==> src/hdl/tbd_pkg.sv <==
// ----------------------------------------------------------------------------
// tbd_pkg
// types, codes and key tables of the tokenized basic detokenizer
// ----------------------------------------------------------------------------
package tbd_pkg;

  // result kinds
  localparam logic [3:0] KindToken  = 4'd0;
  localparam logic [3:0] KindChar   = 4'd1;
  localparam logic [3:0] KindEol    = 4'd2;
  localparam logic [3:0] KindLineNo = 4'd3;
  localparam logic [3:0] KindOctal  = 4'd4;
  localparam logic [3:0] KindHex    = 4'd5;
  localparam logic [3:0] KindWord   = 4'd6;
  localparam logic [3:0] KindByte   = 4'd7;
  localparam logic [3:0] KindSigned = 4'd8;
  localparam logic [3:0] KindSingle = 4'd9;
  localparam logic [3:0] KindDouble = 4'd10;
  localparam logic [3:0] KindUnk    = 4'd11;
  localparam logic [3:0] KindPrgEnd = 4'd12;
  localparam logic [3:0] KindBadHdr = 4'd13;
  localparam logic [3:0] KindStrEnd = 4'd14;

  // special bytes
  localparam logic [7:0] HdrProt  = 8'hFE;
  localparam logic [7:0] HdrPlain = 8'hFF;
  localparam logic [7:0] BColon   = 8'h3A;
  localparam logic [7:0] BElse    = 8'hA1;
  localparam logic [7:0] BRem     = 8'h8F;
  localparam logic [7:0] BQuote   = 8'hD9;
  localparam logic [7:0] BWhile   = 8'hB1;
  localparam logic [7:0] BPlus    = 8'hE9;
  localparam logic [7:0] ExpBias  = 8'd129;

  // one raw item sent from front to back: up to four results
  typedef struct packed {
    logic [3:0]  kind;
    logic [63:0] value;
  } res_t;

  typedef struct packed {
    logic [2:0]     n;     // number of results, 0..4
    res_t [3:0]     res;
  } bundle_t;

  function automatic logic [7:0] key11(input logic [3:0] i);
    case (i)
      4'd0: key11 = 8'h1E;  4'd1: key11 = 8'h1D;  4'd2: key11 = 8'hC4;
      4'd3: key11 = 8'h77;  4'd4: key11 = 8'h26;  4'd5: key11 = 8'h97;
      4'd6: key11 = 8'hE0;  4'd7: key11 = 8'h74;  4'd8: key11 = 8'h59;
      4'd9: key11 = 8'h88;  4'd10: key11 = 8'h7C;
      default: key11 = 8'h1E;
    endcase
  endfunction

  function automatic logic [7:0] key13(input logic [3:0] i);
    case (i)
      4'd0: key13 = 8'hA9;  4'd1: key13 = 8'h84;  4'd2: key13 = 8'h8D;
      4'd3: key13 = 8'hCD;  4'd4: key13 = 8'h75;  4'd5: key13 = 8'h83;
      4'd6: key13 = 8'h43;  4'd7: key13 = 8'h63;  4'd8: key13 = 8'h24;
      4'd9: key13 = 8'h83;  4'd10: key13 = 8'h19; 4'd11: key13 = 8'hF7;
      4'd12: key13 = 8'h9A;
      default: key13 = 8'hA9;
    endcase
  endfunction

endpackage

==> src/hdl/tbd_front.sv <==
// ----------------------------------------------------------------------------
// tbd_front
// deciphers and parses one byte a cycle, when not held by the back end, into a bundle of up to four results
// ----------------------------------------------------------------------------
module tbd_front (
  input  logic             clk_i,
  input  logic             rst_ni,
  input  logic             in_valid_i,
  output logic             in_ready_o,
  input  logic [7:0]       byte_i,
  input  logic             last_i,
  output logic             b_valid_o,
  input  logic             b_ready_i,
  output tbd_pkg::bundle_t b_data_o
);
  import tbd_pkg::*;

  localparam logic [3:0] PhHeader  = 4'd0;
  localparam logic [3:0] PhLinkLo  = 4'd1;
  localparam logic [3:0] PhLinkHi  = 4'd2;
  localparam logic [3:0] PhLineLo  = 4'd3;
  localparam logic [3:0] PhLineHi  = 4'd4;
  localparam logic [3:0] PhToken   = 4'd5;
  localparam logic [3:0] PhPrefix  = 4'd6;
  localparam logic [3:0] PhOperand = 4'd7;
  localparam logic [3:0] PhDone    = 4'd8;

  logic [3:0]  phase_q, phase_d;
  logic        dec_q, dec_d;
  logic [3:0]  r11_q, r11_d, r13_q, r13_d;
  logic [15:0] la_q, la_d;
  logic [1:0]  lac_q, lac_d;
  logic [7:0]  pre_q, pre_d;
  logic [63:0] g_q, g_d;
  logic [3:0]  oc_q, oc_d;
  logic [3:0]  lk_q, lk_d;
  logic [7:0]  ll_q, ll_d;
  logic        bv_q;
  bundle_t     bd_q, bd_d;

  logic        fire;
  assign in_ready_o = !bv_q || b_ready_i;
  assign fire       = in_valid_i && in_ready_o;
  assign b_valid_o  = bv_q;
  assign b_data_o   = bd_q;

  // ieee single from mbf single
  function automatic logic [63:0] mbf_s(input logic [63:0] g);
    logic [7:0]  e;
    logic [23:0] m, q;
    logic [1:0]  rem;
    logic        up;
    e = g[31:24];
    m = {1'b1, g[22:0]};
    mbf_s = '0;
    if (e >= 8'd3) begin
      mbf_s = {32'd0, g[23], e - 8'd2, g[22:0]};
    end else if (e == 8'd2) begin
      q = m >> 1; up = m[0] && q[0];
      mbf_s = {32'd0, g[23], 7'd0, q + {23'd0, up}};
    end else if (e == 8'd1) begin
      q = m >> 2; rem = m[1:0];
      up = (rem > 2'd2) || (rem == 2'd2 && q[0]);
      mbf_s = {32'd0, g[23], 7'd0, q + {23'd0, up}};
    end
  endfunction

  // ieee double from mbf double
  function automatic logic [63:0] mbf_d(input logic [63:0] g);
    logic [7:0]  e;
    logic [52:0] q;
    logic [2:0]  rem;
    logic        up;
    e   = g[63:56];
    q   = {1'b0, g[54:3]};
    rem = g[2:0];
    up  = (rem > 3'd4) || (rem == 3'd4 && q[0]);
    mbf_d = '0;
    if (e != 8'd0) begin
      mbf_d = {g[55], ({3'd0, e} + 11'd894), 52'd0} + {11'd0, q + {52'd0, up}};
      mbf_d[63] = g[55];
    end
  endfunction

  always_comb begin
    logic [7:0] b, x;
    logic [3:0] r11, r13, need;
    logic [15:0] op;
    logic [63:0] gg;
    logic        start;  // token start on b
    phase_d = phase_q; dec_d = dec_q; r11_d = r11_q; r13_d = r13_q;
    la_d = la_q; lac_d = lac_q; pre_d = pre_q; g_d = g_q; oc_d = oc_q;
    lk_d = lk_q; ll_d = ll_q;
    bd_d = '0;
    start = 1'b0;
    b = byte_i;
    x = '0;
    r11 = (r11_q < 4'd11) ? r11_q : 4'd0;
    r13 = (r13_q < 4'd13) ? r13_q : 4'd0;
    op = '0; gg = '0; need = 4'd2;

    if (phase_q == PhHeader) begin
      if (b == HdrPlain) begin
        dec_d = 1'b0; phase_d = PhLinkLo;
      end else if (b == HdrProt) begin
        dec_d = 1'b1; phase_d = PhLinkLo;
      end else begin
        bd_d.res[0] = '{KindBadHdr, {56'd0, b}}; bd_d.n = 3'd1; phase_d = PhDone;
      end
    end else begin
      // decipher with the two rotors
      if (dec_q) begin
        x = b - (8'd11 - {4'd0, r11});
        x = x ^ key11(r11) ^ key13(r13);
        b = x + (8'd13 - {4'd0, r13});
        r11_d = (r11 == 4'd10) ? 4'd0 : r11 + 4'd1;
        r13_d = (r13 == 4'd12) ? 4'd0 : r13 + 4'd1;
      end
      case (phase_q)
        PhLinkLo: begin ll_d = b; phase_d = PhLinkHi; end
        PhLinkHi: begin
          if ((ll_q | b) == 8'd0) begin
            bd_d.res[0] = '{KindPrgEnd, 64'd0}; bd_d.n = 3'd1; phase_d = PhDone;
          end else phase_d = PhLineLo;
        end
        PhLineLo: begin ll_d = b; phase_d = PhLineHi; end
        PhLineHi: begin
          bd_d.res[0] = '{KindLineNo, {48'd0, b, ll_q}}; bd_d.n = 3'd1;
          phase_d = PhToken;
        end
        PhToken: begin
          if (lac_q == 2'd0) start = 1'b1;
          else if (lac_q == 2'd1 && la_q[7:0] == BColon) begin
            if (b == BElse) begin
              lac_d = 2'd0; la_d = '0;
              bd_d.res[0] = '{KindToken, {56'd0, BElse}}; bd_d.n = 3'd1;
            end else if (b == BRem) begin
              la_d = {BRem, BColon}; lac_d = 2'd2;
            end else begin
              lac_d = 2'd0; la_d = '0;
              bd_d.res[0] = '{KindChar, {56'd0, BColon}}; bd_d.n = 3'd1;
              start = 1'b1;
            end
          end else if (lac_q == 2'd1) begin
            lac_d = 2'd0; la_d = '0;
            bd_d.res[0] = '{KindToken, {56'd0, BWhile}}; bd_d.n = 3'd1;
            start = (b != BPlus);
          end else begin
            lac_d = 2'd0; la_d = '0;
            if (b == BQuote) begin
              bd_d.res[0] = '{KindToken, {56'd0, BQuote}}; bd_d.n = 3'd1;
            end else begin
              bd_d.res[0] = '{KindChar, {56'd0, BColon}};
              bd_d.res[1] = '{KindToken, {56'd0, BRem}};
              bd_d.n = 3'd2; start = 1'b1;
            end
          end
        end
        PhPrefix: begin
          op = {pre_q, b};
          if ((op >= 16'hFD81 && op <= 16'hFD8B) || (op >= 16'hFE81 && op <= 16'hFEA8)
              || (op >= 16'hFF81 && op <= 16'hFFA5))
            bd_d.res[0] = '{KindToken, {48'd0, op}};
          else
            bd_d.res[0] = '{KindUnk, {48'd0, op}};
          bd_d.n = 3'd1; phase_d = PhToken;
        end
        PhOperand: begin
          gg = g_q | ({56'd0, b} << {oc_q[2:0], 3'b000});
          g_d = gg; oc_d = oc_q + 4'd1;
          case (lk_q)
            KindByte:   need = 4'd1;
            KindSingle: need = 4'd4;
            KindDouble: need = 4'd8;
            default:    need = 4'd2;
          endcase
          if (oc_d >= need) begin
            bd_d.res[0].kind = lk_q;
            case (lk_q)
              KindOctal, KindSigned: bd_d.res[0].value = {{48{gg[15]}}, gg[15:0]};
              KindByte:   bd_d.res[0].value = {56'd0, gg[7:0]};
              KindSingle: bd_d.res[0].value = mbf_s(gg);
              KindDouble: bd_d.res[0].value = mbf_d(gg);
              default:    bd_d.res[0].value = {48'd0, gg[15:0]};
            endcase
            bd_d.n = 3'd1; phase_d = PhToken;
          end
        end
        default: ;
      endcase
      // token start appends after held results
      if (start) begin
        if (b >= 8'hFD) begin
          pre_d = b; phase_d = PhPrefix;
        end else if (b == BColon || b == BWhile) begin
          la_d = {8'd0, b}; lac_d = 2'd1;
        end else begin
          lk_d = lk_q;
          case (b) inside
            [8'h11:8'h1B], [8'h81:8'hF4]: begin
              bd_d.res[bd_d.n[1:0]] = '{KindToken, {56'd0, b}}; bd_d.n = bd_d.n + 3'd1;
            end
            [8'h20:8'h7E]: begin
              bd_d.res[bd_d.n[1:0]] = '{KindChar, {56'd0, b}}; bd_d.n = bd_d.n + 3'd1;
            end
            8'h00: begin
              bd_d.res[bd_d.n[1:0]] = '{KindEol, 64'd0}; bd_d.n = bd_d.n + 3'd1;
              phase_d = PhLinkLo;
            end
            8'h0B: lk_d = KindOctal;
            8'h0C: lk_d = KindHex;
            8'h0E: lk_d = KindWord;
            8'h0F: lk_d = KindByte;
            8'h1C: lk_d = KindSigned;
            8'h1D: lk_d = KindSingle;
            8'h1F: lk_d = KindDouble;
            default: begin
              bd_d.res[bd_d.n[1:0]] = '{KindUnk, {56'd0, b}}; bd_d.n = bd_d.n + 3'd1;
            end
          endcase
          if (b == 8'h0B || b == 8'h0C || b == 8'h0E || b == 8'h0F || b == 8'h1C ||
              b == 8'h1D || b == 8'h1F) begin
            g_d = '0; oc_d = '0; phase_d = PhOperand;
          end
        end
      end
    end

    // end of file: flush lookahead, stream end, reset
    if (last_i) begin
      if (lac_d == 2'd1 && la_d[7:0] == BColon) begin
        bd_d.res[bd_d.n[1:0]] = '{KindChar, {56'd0, BColon}}; bd_d.n = bd_d.n + 3'd1;
      end else if (lac_d == 2'd1) begin
        bd_d.res[bd_d.n[1:0]] = '{KindToken, {56'd0, BWhile}}; bd_d.n = bd_d.n + 3'd1;
      end else if (lac_d == 2'd2) begin
        bd_d.res[bd_d.n[1:0]] = '{KindChar, {56'd0, BColon}}; bd_d.n = bd_d.n + 3'd1;
        bd_d.res[bd_d.n[1:0]] = '{KindToken, {56'd0, BRem}}; bd_d.n = bd_d.n + 3'd1;
      end
      bd_d.res[bd_d.n[1:0]] = '{KindStrEnd, 64'd0}; bd_d.n = bd_d.n + 3'd1;
      phase_d = PhHeader; dec_d = 1'b0; r11_d = '0; r13_d = '0; la_d = '0;
      lac_d = '0; pre_d = '0; g_d = '0; oc_d = '0; lk_d = '0; ll_d = '0;
    end
  end

  // state and output valid flag
  always_ff @(posedge clk_i or negedge rst_ni) begin
    if (!rst_ni) begin
      phase_q <= PhHeader; dec_q <= 1'b0; r11_q <= '0; r13_q <= '0;
      la_q <= '0; lac_q <= '0; pre_q <= '0; g_q <= '0; oc_q <= '0;
      lk_q <= '0; ll_q <= '0; bv_q <= 1'b0;
    end else begin
      if (fire) begin
        phase_q <= phase_d; dec_q <= dec_d; r11_q <= r11_d; r13_q <= r13_d;
        la_q <= la_d; lac_q <= lac_d; pre_q <= pre_d; g_q <= g_d; oc_q <= oc_d;
        lk_q <= lk_d; ll_q <= ll_d;
        bv_q <= (bd_d.n != 3'd0);
      end else if (b_ready_i) begin
        bv_q <= 1'b0;
      end
    end
  end

  always_ff @(posedge clk_i) begin
    if (fire) bd_q <= bd_d;
  end

endmodule

==> src/hdl/tbd_back.sv <==
// ----------------------------------------------------------------------------
// tbd_back
// two-entry bundle queue and serialiser of results onto the output stream
// ----------------------------------------------------------------------------
module tbd_back (
  input  logic             clk_i,
  input  logic             rst_ni,
  input  logic             b_valid_i,
  output logic             b_ready_o,
  input  tbd_pkg::bundle_t b_data_i,
  output logic             m_valid_o,
  input  logic             m_ready_i,
  output logic [3:0]       m_kind_o,
  output logic [63:0]      m_value_o,
  output logic             m_last_o
);
  import tbd_pkg::*;

  bundle_t    mem_q [2];
  logic       wp_q, rp_q;
  logic [1:0] cnt_q;
  logic [1:0] idx_q;
  logic       push, pop;
  bundle_t    head;

  assign head      = mem_q[rp_q];
  assign b_ready_o = (cnt_q != 2'd2);
  assign push      = b_valid_i && b_ready_o;
  assign m_valid_o = (cnt_q != 2'd0);
  assign m_kind_o  = head.res[idx_q].kind;
  assign m_value_o = head.res[idx_q].value;
  assign m_last_o  = ({1'b0, idx_q} + 3'd1 == head.n);
  assign pop       = m_valid_o && m_ready_i && m_last_o;

  // queue pointers and result index
  always_ff @(posedge clk_i or negedge rst_ni) begin
    if (!rst_ni) begin
      wp_q <= 1'b0; rp_q <= 1'b0; cnt_q <= '0; idx_q <= '0;
    end else begin
      if (push) wp_q <= !wp_q;
      if (pop) rp_q <= !rp_q;
      cnt_q <= cnt_q + {1'b0, push} - {1'b0, pop};
      if (m_valid_o && m_ready_i) idx_q <= pop ? 2'd0 : idx_q + 2'd1;
    end
  end

  // queue storage
  always_ff @(posedge clk_i) begin
    if (push) mem_q[wp_q] <= b_data_i;
  end

endmodule

==> src/hdl/tokenized_basic_detokenizer_core.sv <==
// ----------------------------------------------------------------------------
// tokenized_basic_detokenizer_core
// streaming detokenizer of tokenized basic program files
// ----------------------------------------------------------------------------
// Takes one file byte per cycle and gives typed results (token, character,
// literal, float bits, markers) on the master stream, one per cycle while
// m_axis_tready is high. Each byte is deciphered (when protected) and parsed
// by the front end, which registers a bundle of up to four results for a
// two-entry queue; the back end sends one result a cycle, and the input rate
// is one byte a cycle while output keeps up. Header FF is plain, FE
// protected; m_axis_tlast marks the last result of a byte.
module tokenized_basic_detokenizer_core (
  input  logic        clk_i,
  input  logic        rst_ni,
  input  logic        s_axis_tvalid,
  output logic        s_axis_tready,
  input  logic [7:0]  s_axis_tdata,   // byte_in[7:0]
  input  logic        s_axis_tlast,
  output logic        m_axis_tvalid,
  input  logic        m_axis_tready,
  output logic [71:0] m_axis_tdata,   // kind[3:0], value[67:4], zero[71:68]
  output logic        m_axis_tlast
);
  import tbd_pkg::*;

  logic        bv, br;
  bundle_t     bd;
  logic [3:0]  kind;
  logic [63:0] value;

  tbd_front u_front (
    .clk_i, .rst_ni,
    .in_valid_i(s_axis_tvalid), .in_ready_o(s_axis_tready),
    .byte_i(s_axis_tdata), .last_i(s_axis_tlast),
    .b_valid_o(bv), .b_ready_i(br), .b_data_o(bd)
  );

  tbd_back u_back (
    .clk_i, .rst_ni,
    .b_valid_i(bv), .b_ready_o(br), .b_data_i(bd),
    .m_valid_o(m_axis_tvalid), .m_ready_i(m_axis_tready),
    .m_kind_o(kind), .m_value_o(value), .m_last_o(m_axis_tlast)
  );

  assign m_axis_tdata = {4'd0, value, kind};

endmodule

==> config.mk <==
export PLATFORM = sky130hd
export DESIGN_NAME = tokenized_basic_detokenizer_core
export DESIGN_NICKNAME = d
export VERILOG_FILES = /design/src/hdl/tbd_pkg.sv /design/src/hdl/tbd_front.sv /design/src/hdl/tbd_back.sv /design/src/hdl/tokenized_basic_detokenizer_core.sv
export SDC_FILE = /design/constraint.sdc
export NUM_CORES = 1
export LEC_CHECK = 0
export BUFFER_PORTS_ARGS = -buffer_cell sky130_fd_sc_hd__buf_2
export CORE_MARGIN = 2
export CORE_UTILIZATION = 40
export CTS_BUF_LIST = sky130_fd_sc_hd__clkbuf_8
export CTS_CLUSTER_SIZE = 40
export DETAILED_ROUTE_END_ITERATION = 10
export GPL_ROUTABILITY_DRIVEN = 0
export PLACE_DENSITY_LB_ADDON = 0.1
export RECOVER_POWER = 100
export SLEW_MARGIN = 10
export SYNTH_ARGS = -nofsm -noshare
export SYNTH_HDL_FRONTEND = slang
export SYNTH_HIERARCHICAL = 1
export SYNTH_SLANG_ARGS = --single-unit
==> constraint.sdc <==
create_clock -name clk_i -period 16 [get_ports clk_i]
set_clock_uncertainty 0.05 [all_clocks]
set_input_delay 3.2 -clock clk_i [delete_from_list [all_inputs] [get_ports clk_i]]
set_output_delay 3.2 -clock clk_i [all_outputs]
set_load 0.005 [all_outputs]
==> flow_summary.yaml, run 1 <==
outcome:
  status: "finished, violations left"
  violations: "capacitance limit, slew limit"
power:
  power_density_nw_per_um2: 153
  leakagePower_nw: 15.0
  peakVddDrop_uv: 113
clock_network:
  clockBufferDepth: 3
  clkTransAtPathRegs_ns: 0.06
  cts_buffers: 137
  ctsResizeCount: 0
  cts_root_buf: "clkbuf_8"
  cts_max_level: 4
  post_cts_buffers: 0
  cts_sinks: 775
  cts-hold-fix-buffers: 0
  cts_tree: "built"
  clk_latency_ns: 0.84
placement:
  dp_hpwl_um: 66800
  placedCellCount: 4231
  port_buffers: 83
setup_path:
  crit_family: "compound AO/OA/AOI/OAI gates"
  crit_path_start_kind: "input port"
  worst_ep_required_time_ns: 16.59
  worst-path-buf-inv: 5
  slowest_delay_ns: 1.20
  cp_max_fo: 47
  arrival_ns: 12.74
  end_kind: "flop"
  path_class: "in2reg"
  cpMaxStageDelayCell: "clkbuf_1"
logic_synthesis:
  synth-edff-count: 657
  netlist_top_cells_area: "edfxtp_1, mux4_2, dfrtp_1"
  yosysWarnings: 6
  ys_ff_latch: 775
  netlist_area_um2: 39100
  synthArstFlopShare: 0.152
  ys_seq_area_frac: 0.581
  avgSynthCellArea_um2: 13.1
  synth_top_area_cell: "edfxtp_1"
  synthCells: 2984
  synth_top_area_share: 0.505
  ys_types: 115
  ys.flop_type: "edfxtp_1"
flow_run:
  maxCapViolCount: 19
floorplanning:
  die_w_um: 317
  core_um2: 96700
  die_h_um: 317
  initial_utilization: 0.404
  row_count: 114
  dieArea_um2: 100000
  pin_count: 88
grt:
  first_global_vias: 25100
  grt-ovfl-total: 0
  grt_antenna_before_repair: 4
  grt.total_usage: 0.203
  grt_first_pass_wirelength_um: 154000
  grt_max_degree: 152
detailed_routing:
  vias_per_cell: 5.59
  drc: 0
  drtIter0Drc: 2593
  vias: 25100
  postRouteAntennaNets: 0
  postRouteWirelength_um: 101000
  wl_per_cell_um: 22.5
  drt_first_pass_iters: 6
sta:
  hold_viol_final: 0
  tightestPinTransition_ns: 8.51
  finalCriticalPeriod_ns: 12.15
  fin_crit_sh: 0.759
  slew_viol_final: 1024
  rsz0062_at_grt: "false"
  fin_setup_tns_ns: 0
  finalSetupViolations: 0
  fmax_mhz: 82.3
  max_slew_margin: -4.67
finish:
  layout_commonest_cell: "edfxtp_1"
  mostFrequentLayoutCells: "edfxtp_1, a21oi_1, nor2_1"
  finalNonFillerCells: 4483
  final_nets: 3168
  area_delta_synth_final_pct: 8.71
  fill_cells: 8996
  utilization: 0.439
  drive_above_1_share: 0.166
worst_hold_path:
  hold_path.class: "reg2reg"
==> cells in the mapped netlist (all sizes together) (35+ instances only) <==
library cell and count:
mux4 136, xor2 37, nand2 169, buf 250, mux2 69, a21oi 282, xnor2 93, o21ai 109
ha 59, inv 52, dfrtp 118, edfxtp 657, nand3 56, clkbuf 80, o31ai 35, nor3 57
nor2 239
==> through the flow <==
step	total power [mW]	hold WS, ns	setup slack, ns	instance area, µm²
2_1_floorplan	4.32	0.371	3.07	39700
3_3_place_gp	4.74	0.375	5.42	40000
3_5_place_dp	4.77	0.384	5.21	40000
4_1_cts	6.56	0.397	6.11	42700
5_1_grt	6.87	0.401	3.30	42500
6_report	6.48	0.391	3.85	42500
==> per-layer routing <==
layer | vias to the layer above | track usage | share of wire
met5 | - | 0 | 0.00018
met4 | 2 | 0.0655 | 0.024
met3 | 208 | 0.0454 | 0.074
li1 | 11300 | - | -
met1 | 12600 | 0.287 | 0.44
met2 | 991 | 0.312 | 0.46
==> state kept, by name, summed over array words and instances, names as in the netlist, 2 cells and up <==
name and cells:
u_front/lac_q 2, u_back/mem_q 550, u_front/phase_q 4, u_front/g_q 64
u_front/b_data_o 107, u_front/la_q 8, u_front/pre_q 8, u_front/oc_q 4
u_front/r11_q 4, u_front/lk_q 4, u_back/cnt_q 2, u_front/ll_q 8
u_front/r13_q 4, u_back/idx_q 2
==> worst paths after layout <==
path,slack [ns],startpoint,cells after the start,endpoint
max,3.85,s_axis_tdata[0],28,u_front/b_data_o[30]
min,0.39,u_front/b_data_o[20],0,u_back/mem_q[1][20]
max reg2reg,5.23,u_front/r13_q[3],31,u_front/b_data_o[30]
min reg2reg,0.39,u_front/b_data_o[20],0,u_back/mem_q[1][20]
max in group asynchronous,7.50,rst_ni,2,u_front/g_q[14]
min in group asynchronous,3.42,rst_ni,1,u_front/r11_q[2]
==> final cells by class <==
class	count	area, µm²	area share
Tap cell	1276	1600	0.0376
Multi-Input combinational cell	1999	14700	0.346
Timing Repair Buffer	127	661	0.0156
Antenna cell	2	5.00	0.000118
Inverter	54	204	0.00480
Clock inverter	102	578	0.0136
Clock buffer	148	2040	0.0480
Sequential cell	775	22700	0.534
==> logic make-up (layout without fill, tap and decap cells) <==
family,Yosys count,in the layout,share of synthesized area
DFF,775,775,0.581
muxes,216,216,0.101
buffers and inverters,384,431,0.0589
adders and majority gates,61,61,0.0199
xor gates and xnor gates,131,131,0.0299
AOI/OAI and AO/OA,667,667,0.111
other,2,178,0.000192
and+or+nand+nor,748,748,0.0981
==> power by group <==
group          leakage, nW  switching [mW]  total, mW  internal [mW]
sequential            7.78           0.187       3.02           2.83
clock                 1.53           0.822       1.74          0.923
combinational         5.71           0.937       1.72          0.779
total                 15.0            1.95       6.48           4.53
No activity file was read; power rests on OpenSTA's default activity.
==> inputs of run 2 (changes only) <==
==> constraint.sdc (replaced) <==
create_clock -name clk_i -period 12.37 [get_ports clk_i]
set_clock_uncertainty 0.05 [all_clocks]
set_input_delay 2.474 -clock clk_i [delete_from_list [all_inputs] [get_ports clk_i]]
set_output_delay 2.474 -clock clk_i [all_outputs]
set_load 0.005 [all_outputs]
==> run 2 against run 1 <==
Effect of this change:
- the flow still finishes with violations (capacitance limit, slew limit)
- combinational power is 29% higher
- critical path depth stayed put
- hold slack got worse by 0.0051 ns
- register-to-register slack got worse by 2.7 ns
- die area did not move
- via count fell by 0.37%
- utilization shrank 0.065 points
- global-route usage hardly changed
- worst setup slack got worse by 2.2 ns
- non-clock buffer count rose by 1
- final cell count is 0.13% lower
- largest cell class unchanged
- largest power group unchanged
==> flow_summary.yaml, run 2 (synthesized netlist as in run 1, its figures left out) <==
outcome:
  status: "finished, violations left"
  violations: "capacitance limit, slew limit"
power:
  leakagePower_nw: 15.0
  peakVddDrop_uv: 151
  power_density_nw_per_um2: 195
setup_path:
  path_class: "in2reg"
  end_kind: "flop"
  cp_max_fo: 47
  crit_path_start_kind: "input port"
  rr_worst_depth: 28
  arrival_ns: 11.33
  worst_ep_required_time_ns: 12.93
floorplanning:
  initial_utilization: 0.404
  die_w_um: 317
  dieArea_um2: 100000
  die_h_um: 317
  core_um2: 96700
  pin_count: 88
  row_count: 114
finish:
  drive_above_1_share: 0.166
  area_delta_synth_final_pct: 8.55
  top_register: "u_back/mem_q"
  layout_commonest_cell: "edfxtp_1"
  mostFrequentLayoutCells: "edfxtp_1, a21oi_1, nor2_1"
  largest_reg_flops: 550
  final_nets: 3169
detailed_routing:
  postRouteAntennaNets: 0
  drc: 0
  vias: 25000
  vias_per_cell: 5.58
  postRouteWirelength_um: 101000
  drtIter0Drc: 2493
  drt_first_pass_iters: 8
  wl_per_cell_um: 22.6
clock_network:
  cts_sinks: 775
  cts_buffers: 137
  cts_root_buf: "clkbuf_8"
  post_cts_buffers: 0
  cts-hold-fix-buffers: 0
  clkTransAtPathRegs_ns: 0.05
  clk_latency_ns: 0.83
  ctsResizeCount: 0
  clockBufferDepth: 3
  cts_tree: "built"
  cts_max_level: 4
placement:
  dp_hpwl_um: 67700
  port_buffers: 83
sta:
  hold_viol_final: 0
  finalSetupViolations: 0
  max_slew_margin: -1.74
  fin_hold_ws_ns: 0.386
  tightestPinTransition_ns: 4.11
  slew_viol_final: 848
  finalCriticalPeriod_ns: 10.77
  fmax_mhz: 92.9
  fin_crit_sh: 0.870
  fin_setup_tns_ns: 0
  rsz0062_at_grt: "false"
worst_hold_path:
  hold_path.class: "reg2reg"
  hold_depth: 0
grt:
  grt.total_usage: 0.203
  first_global_vias: 25200
  grt_max_degree: 153
  grt_antenna_before_repair: 2
  grt_first_pass_wirelength_um: 154000
  grt-ovfl-total: 0
flow_run:
  maxCapViolCount: 17
[run 2: changes by cell type in the layout (fill, tap and decap cells not counted), sizes merged]
cell | previous run | this run
buf | 82 | 75
clkbuf | 193 | 199
inv | 109 | 106
bufinv | 4 | 2
clkinv | 39 | 40
diode | 2 | 1
[run 2: final timing paths]
check	slack (ns)	from	to
setup / recovery	1.60	s_axis_tdata[0]	u_front/b_data_o[30]
hold / removal	0.39	u_front/b_data_o[75]	u_back/mem_q[0][75]
setup reg to reg	2.54	u_front/r13_q[3]	u_front/b_data_o[30]
hold reg to reg	0.39	u_front/b_data_o[75]	u_back/mem_q[0][75]
max in group asynchronous	6.33	rst_ni	u_back/idx_q[1]
min in group asynchronous	2.40	rst_ni	u_front/r13_q[2]
[run 2: final cells by class]
cell class	instances	area, µm²
fillers	8984	54300
clock buffers	146	2010
multi-input cells	1999	14700
diodes	1	2.50
repair buffers	128	668
flip-flops and latches	775	22700
inverters	54	204
clock inverters	98	504
well taps	1276	1600
[run 2: report_power, final]
| part | switching [mW] | internal, mW | leakage (nW) |
|---|---|---|---|
| sequential | 0.234 | 3.63 | 7.78 |
| clock | 1.05 | 1.13 | 1.46 |
| combinational | 1.24 | 0.982 | 5.71 |
| total | 2.53 | 5.75 | 15.0 |
[run 2: critical path, stage by stage]
cell and delay [ns]:
clkbuf_1 0.27, inv_1 0.12, ha_1 0.24, fa_1 0.41, nor2b_1 0.13, o21ai_0 0.08, nand2b_1 0.12, xor2_1 0.18
xnor2_1 0.14, ha_1 0.38, a21oi_1 0.27, o211ai_1 0.14, a21oi_1 0.34, xnor3_1 0.34, xor2_1 0.24, o21ai_0 0.44
a21o_1 0.41, a21oi_1 1.11, a211oi_1 0.26, nor2_1 0.58, ha_1 0.35, nor2_1 0.17, a21oi_1 0.12, ha_1 0.31
and2_0 0.26, nor2_2 0.32, nand2_2 0.62, a221oi_2 0.44
[run 2: per-stage QoR]
step,power (mW),setup WS [ns],utilization,cell area (µm²),std cells
after global routing,8.77,1.08,0.438,42400,4477
after floorplan,5.53,3.70,-,39700,3158
after global placement,6.15,2.26,0.414,40100,4232
after CTS,8.44,2.79,0.440,42600,4476
final,8.28,1.60,0.438,42400,4477
after detailed placement,6.20,1.90,0.414,40100,4232
[run 2: routing by layer]
layer | vias up | wire length, µm | global-route usage | part of all wire
li1 | 11300 | - | - | -
met1 | 12500 | 45000 | 0.287 | 0.44
met2 | 952 | 46300 | 0.312 | 0.46
met3 | 207 | 7190 | 0.0442 | 0.071
met4 | 0 | 2700 | 0.0674 | 0.027
met5 | - | 0 | 0 | 0
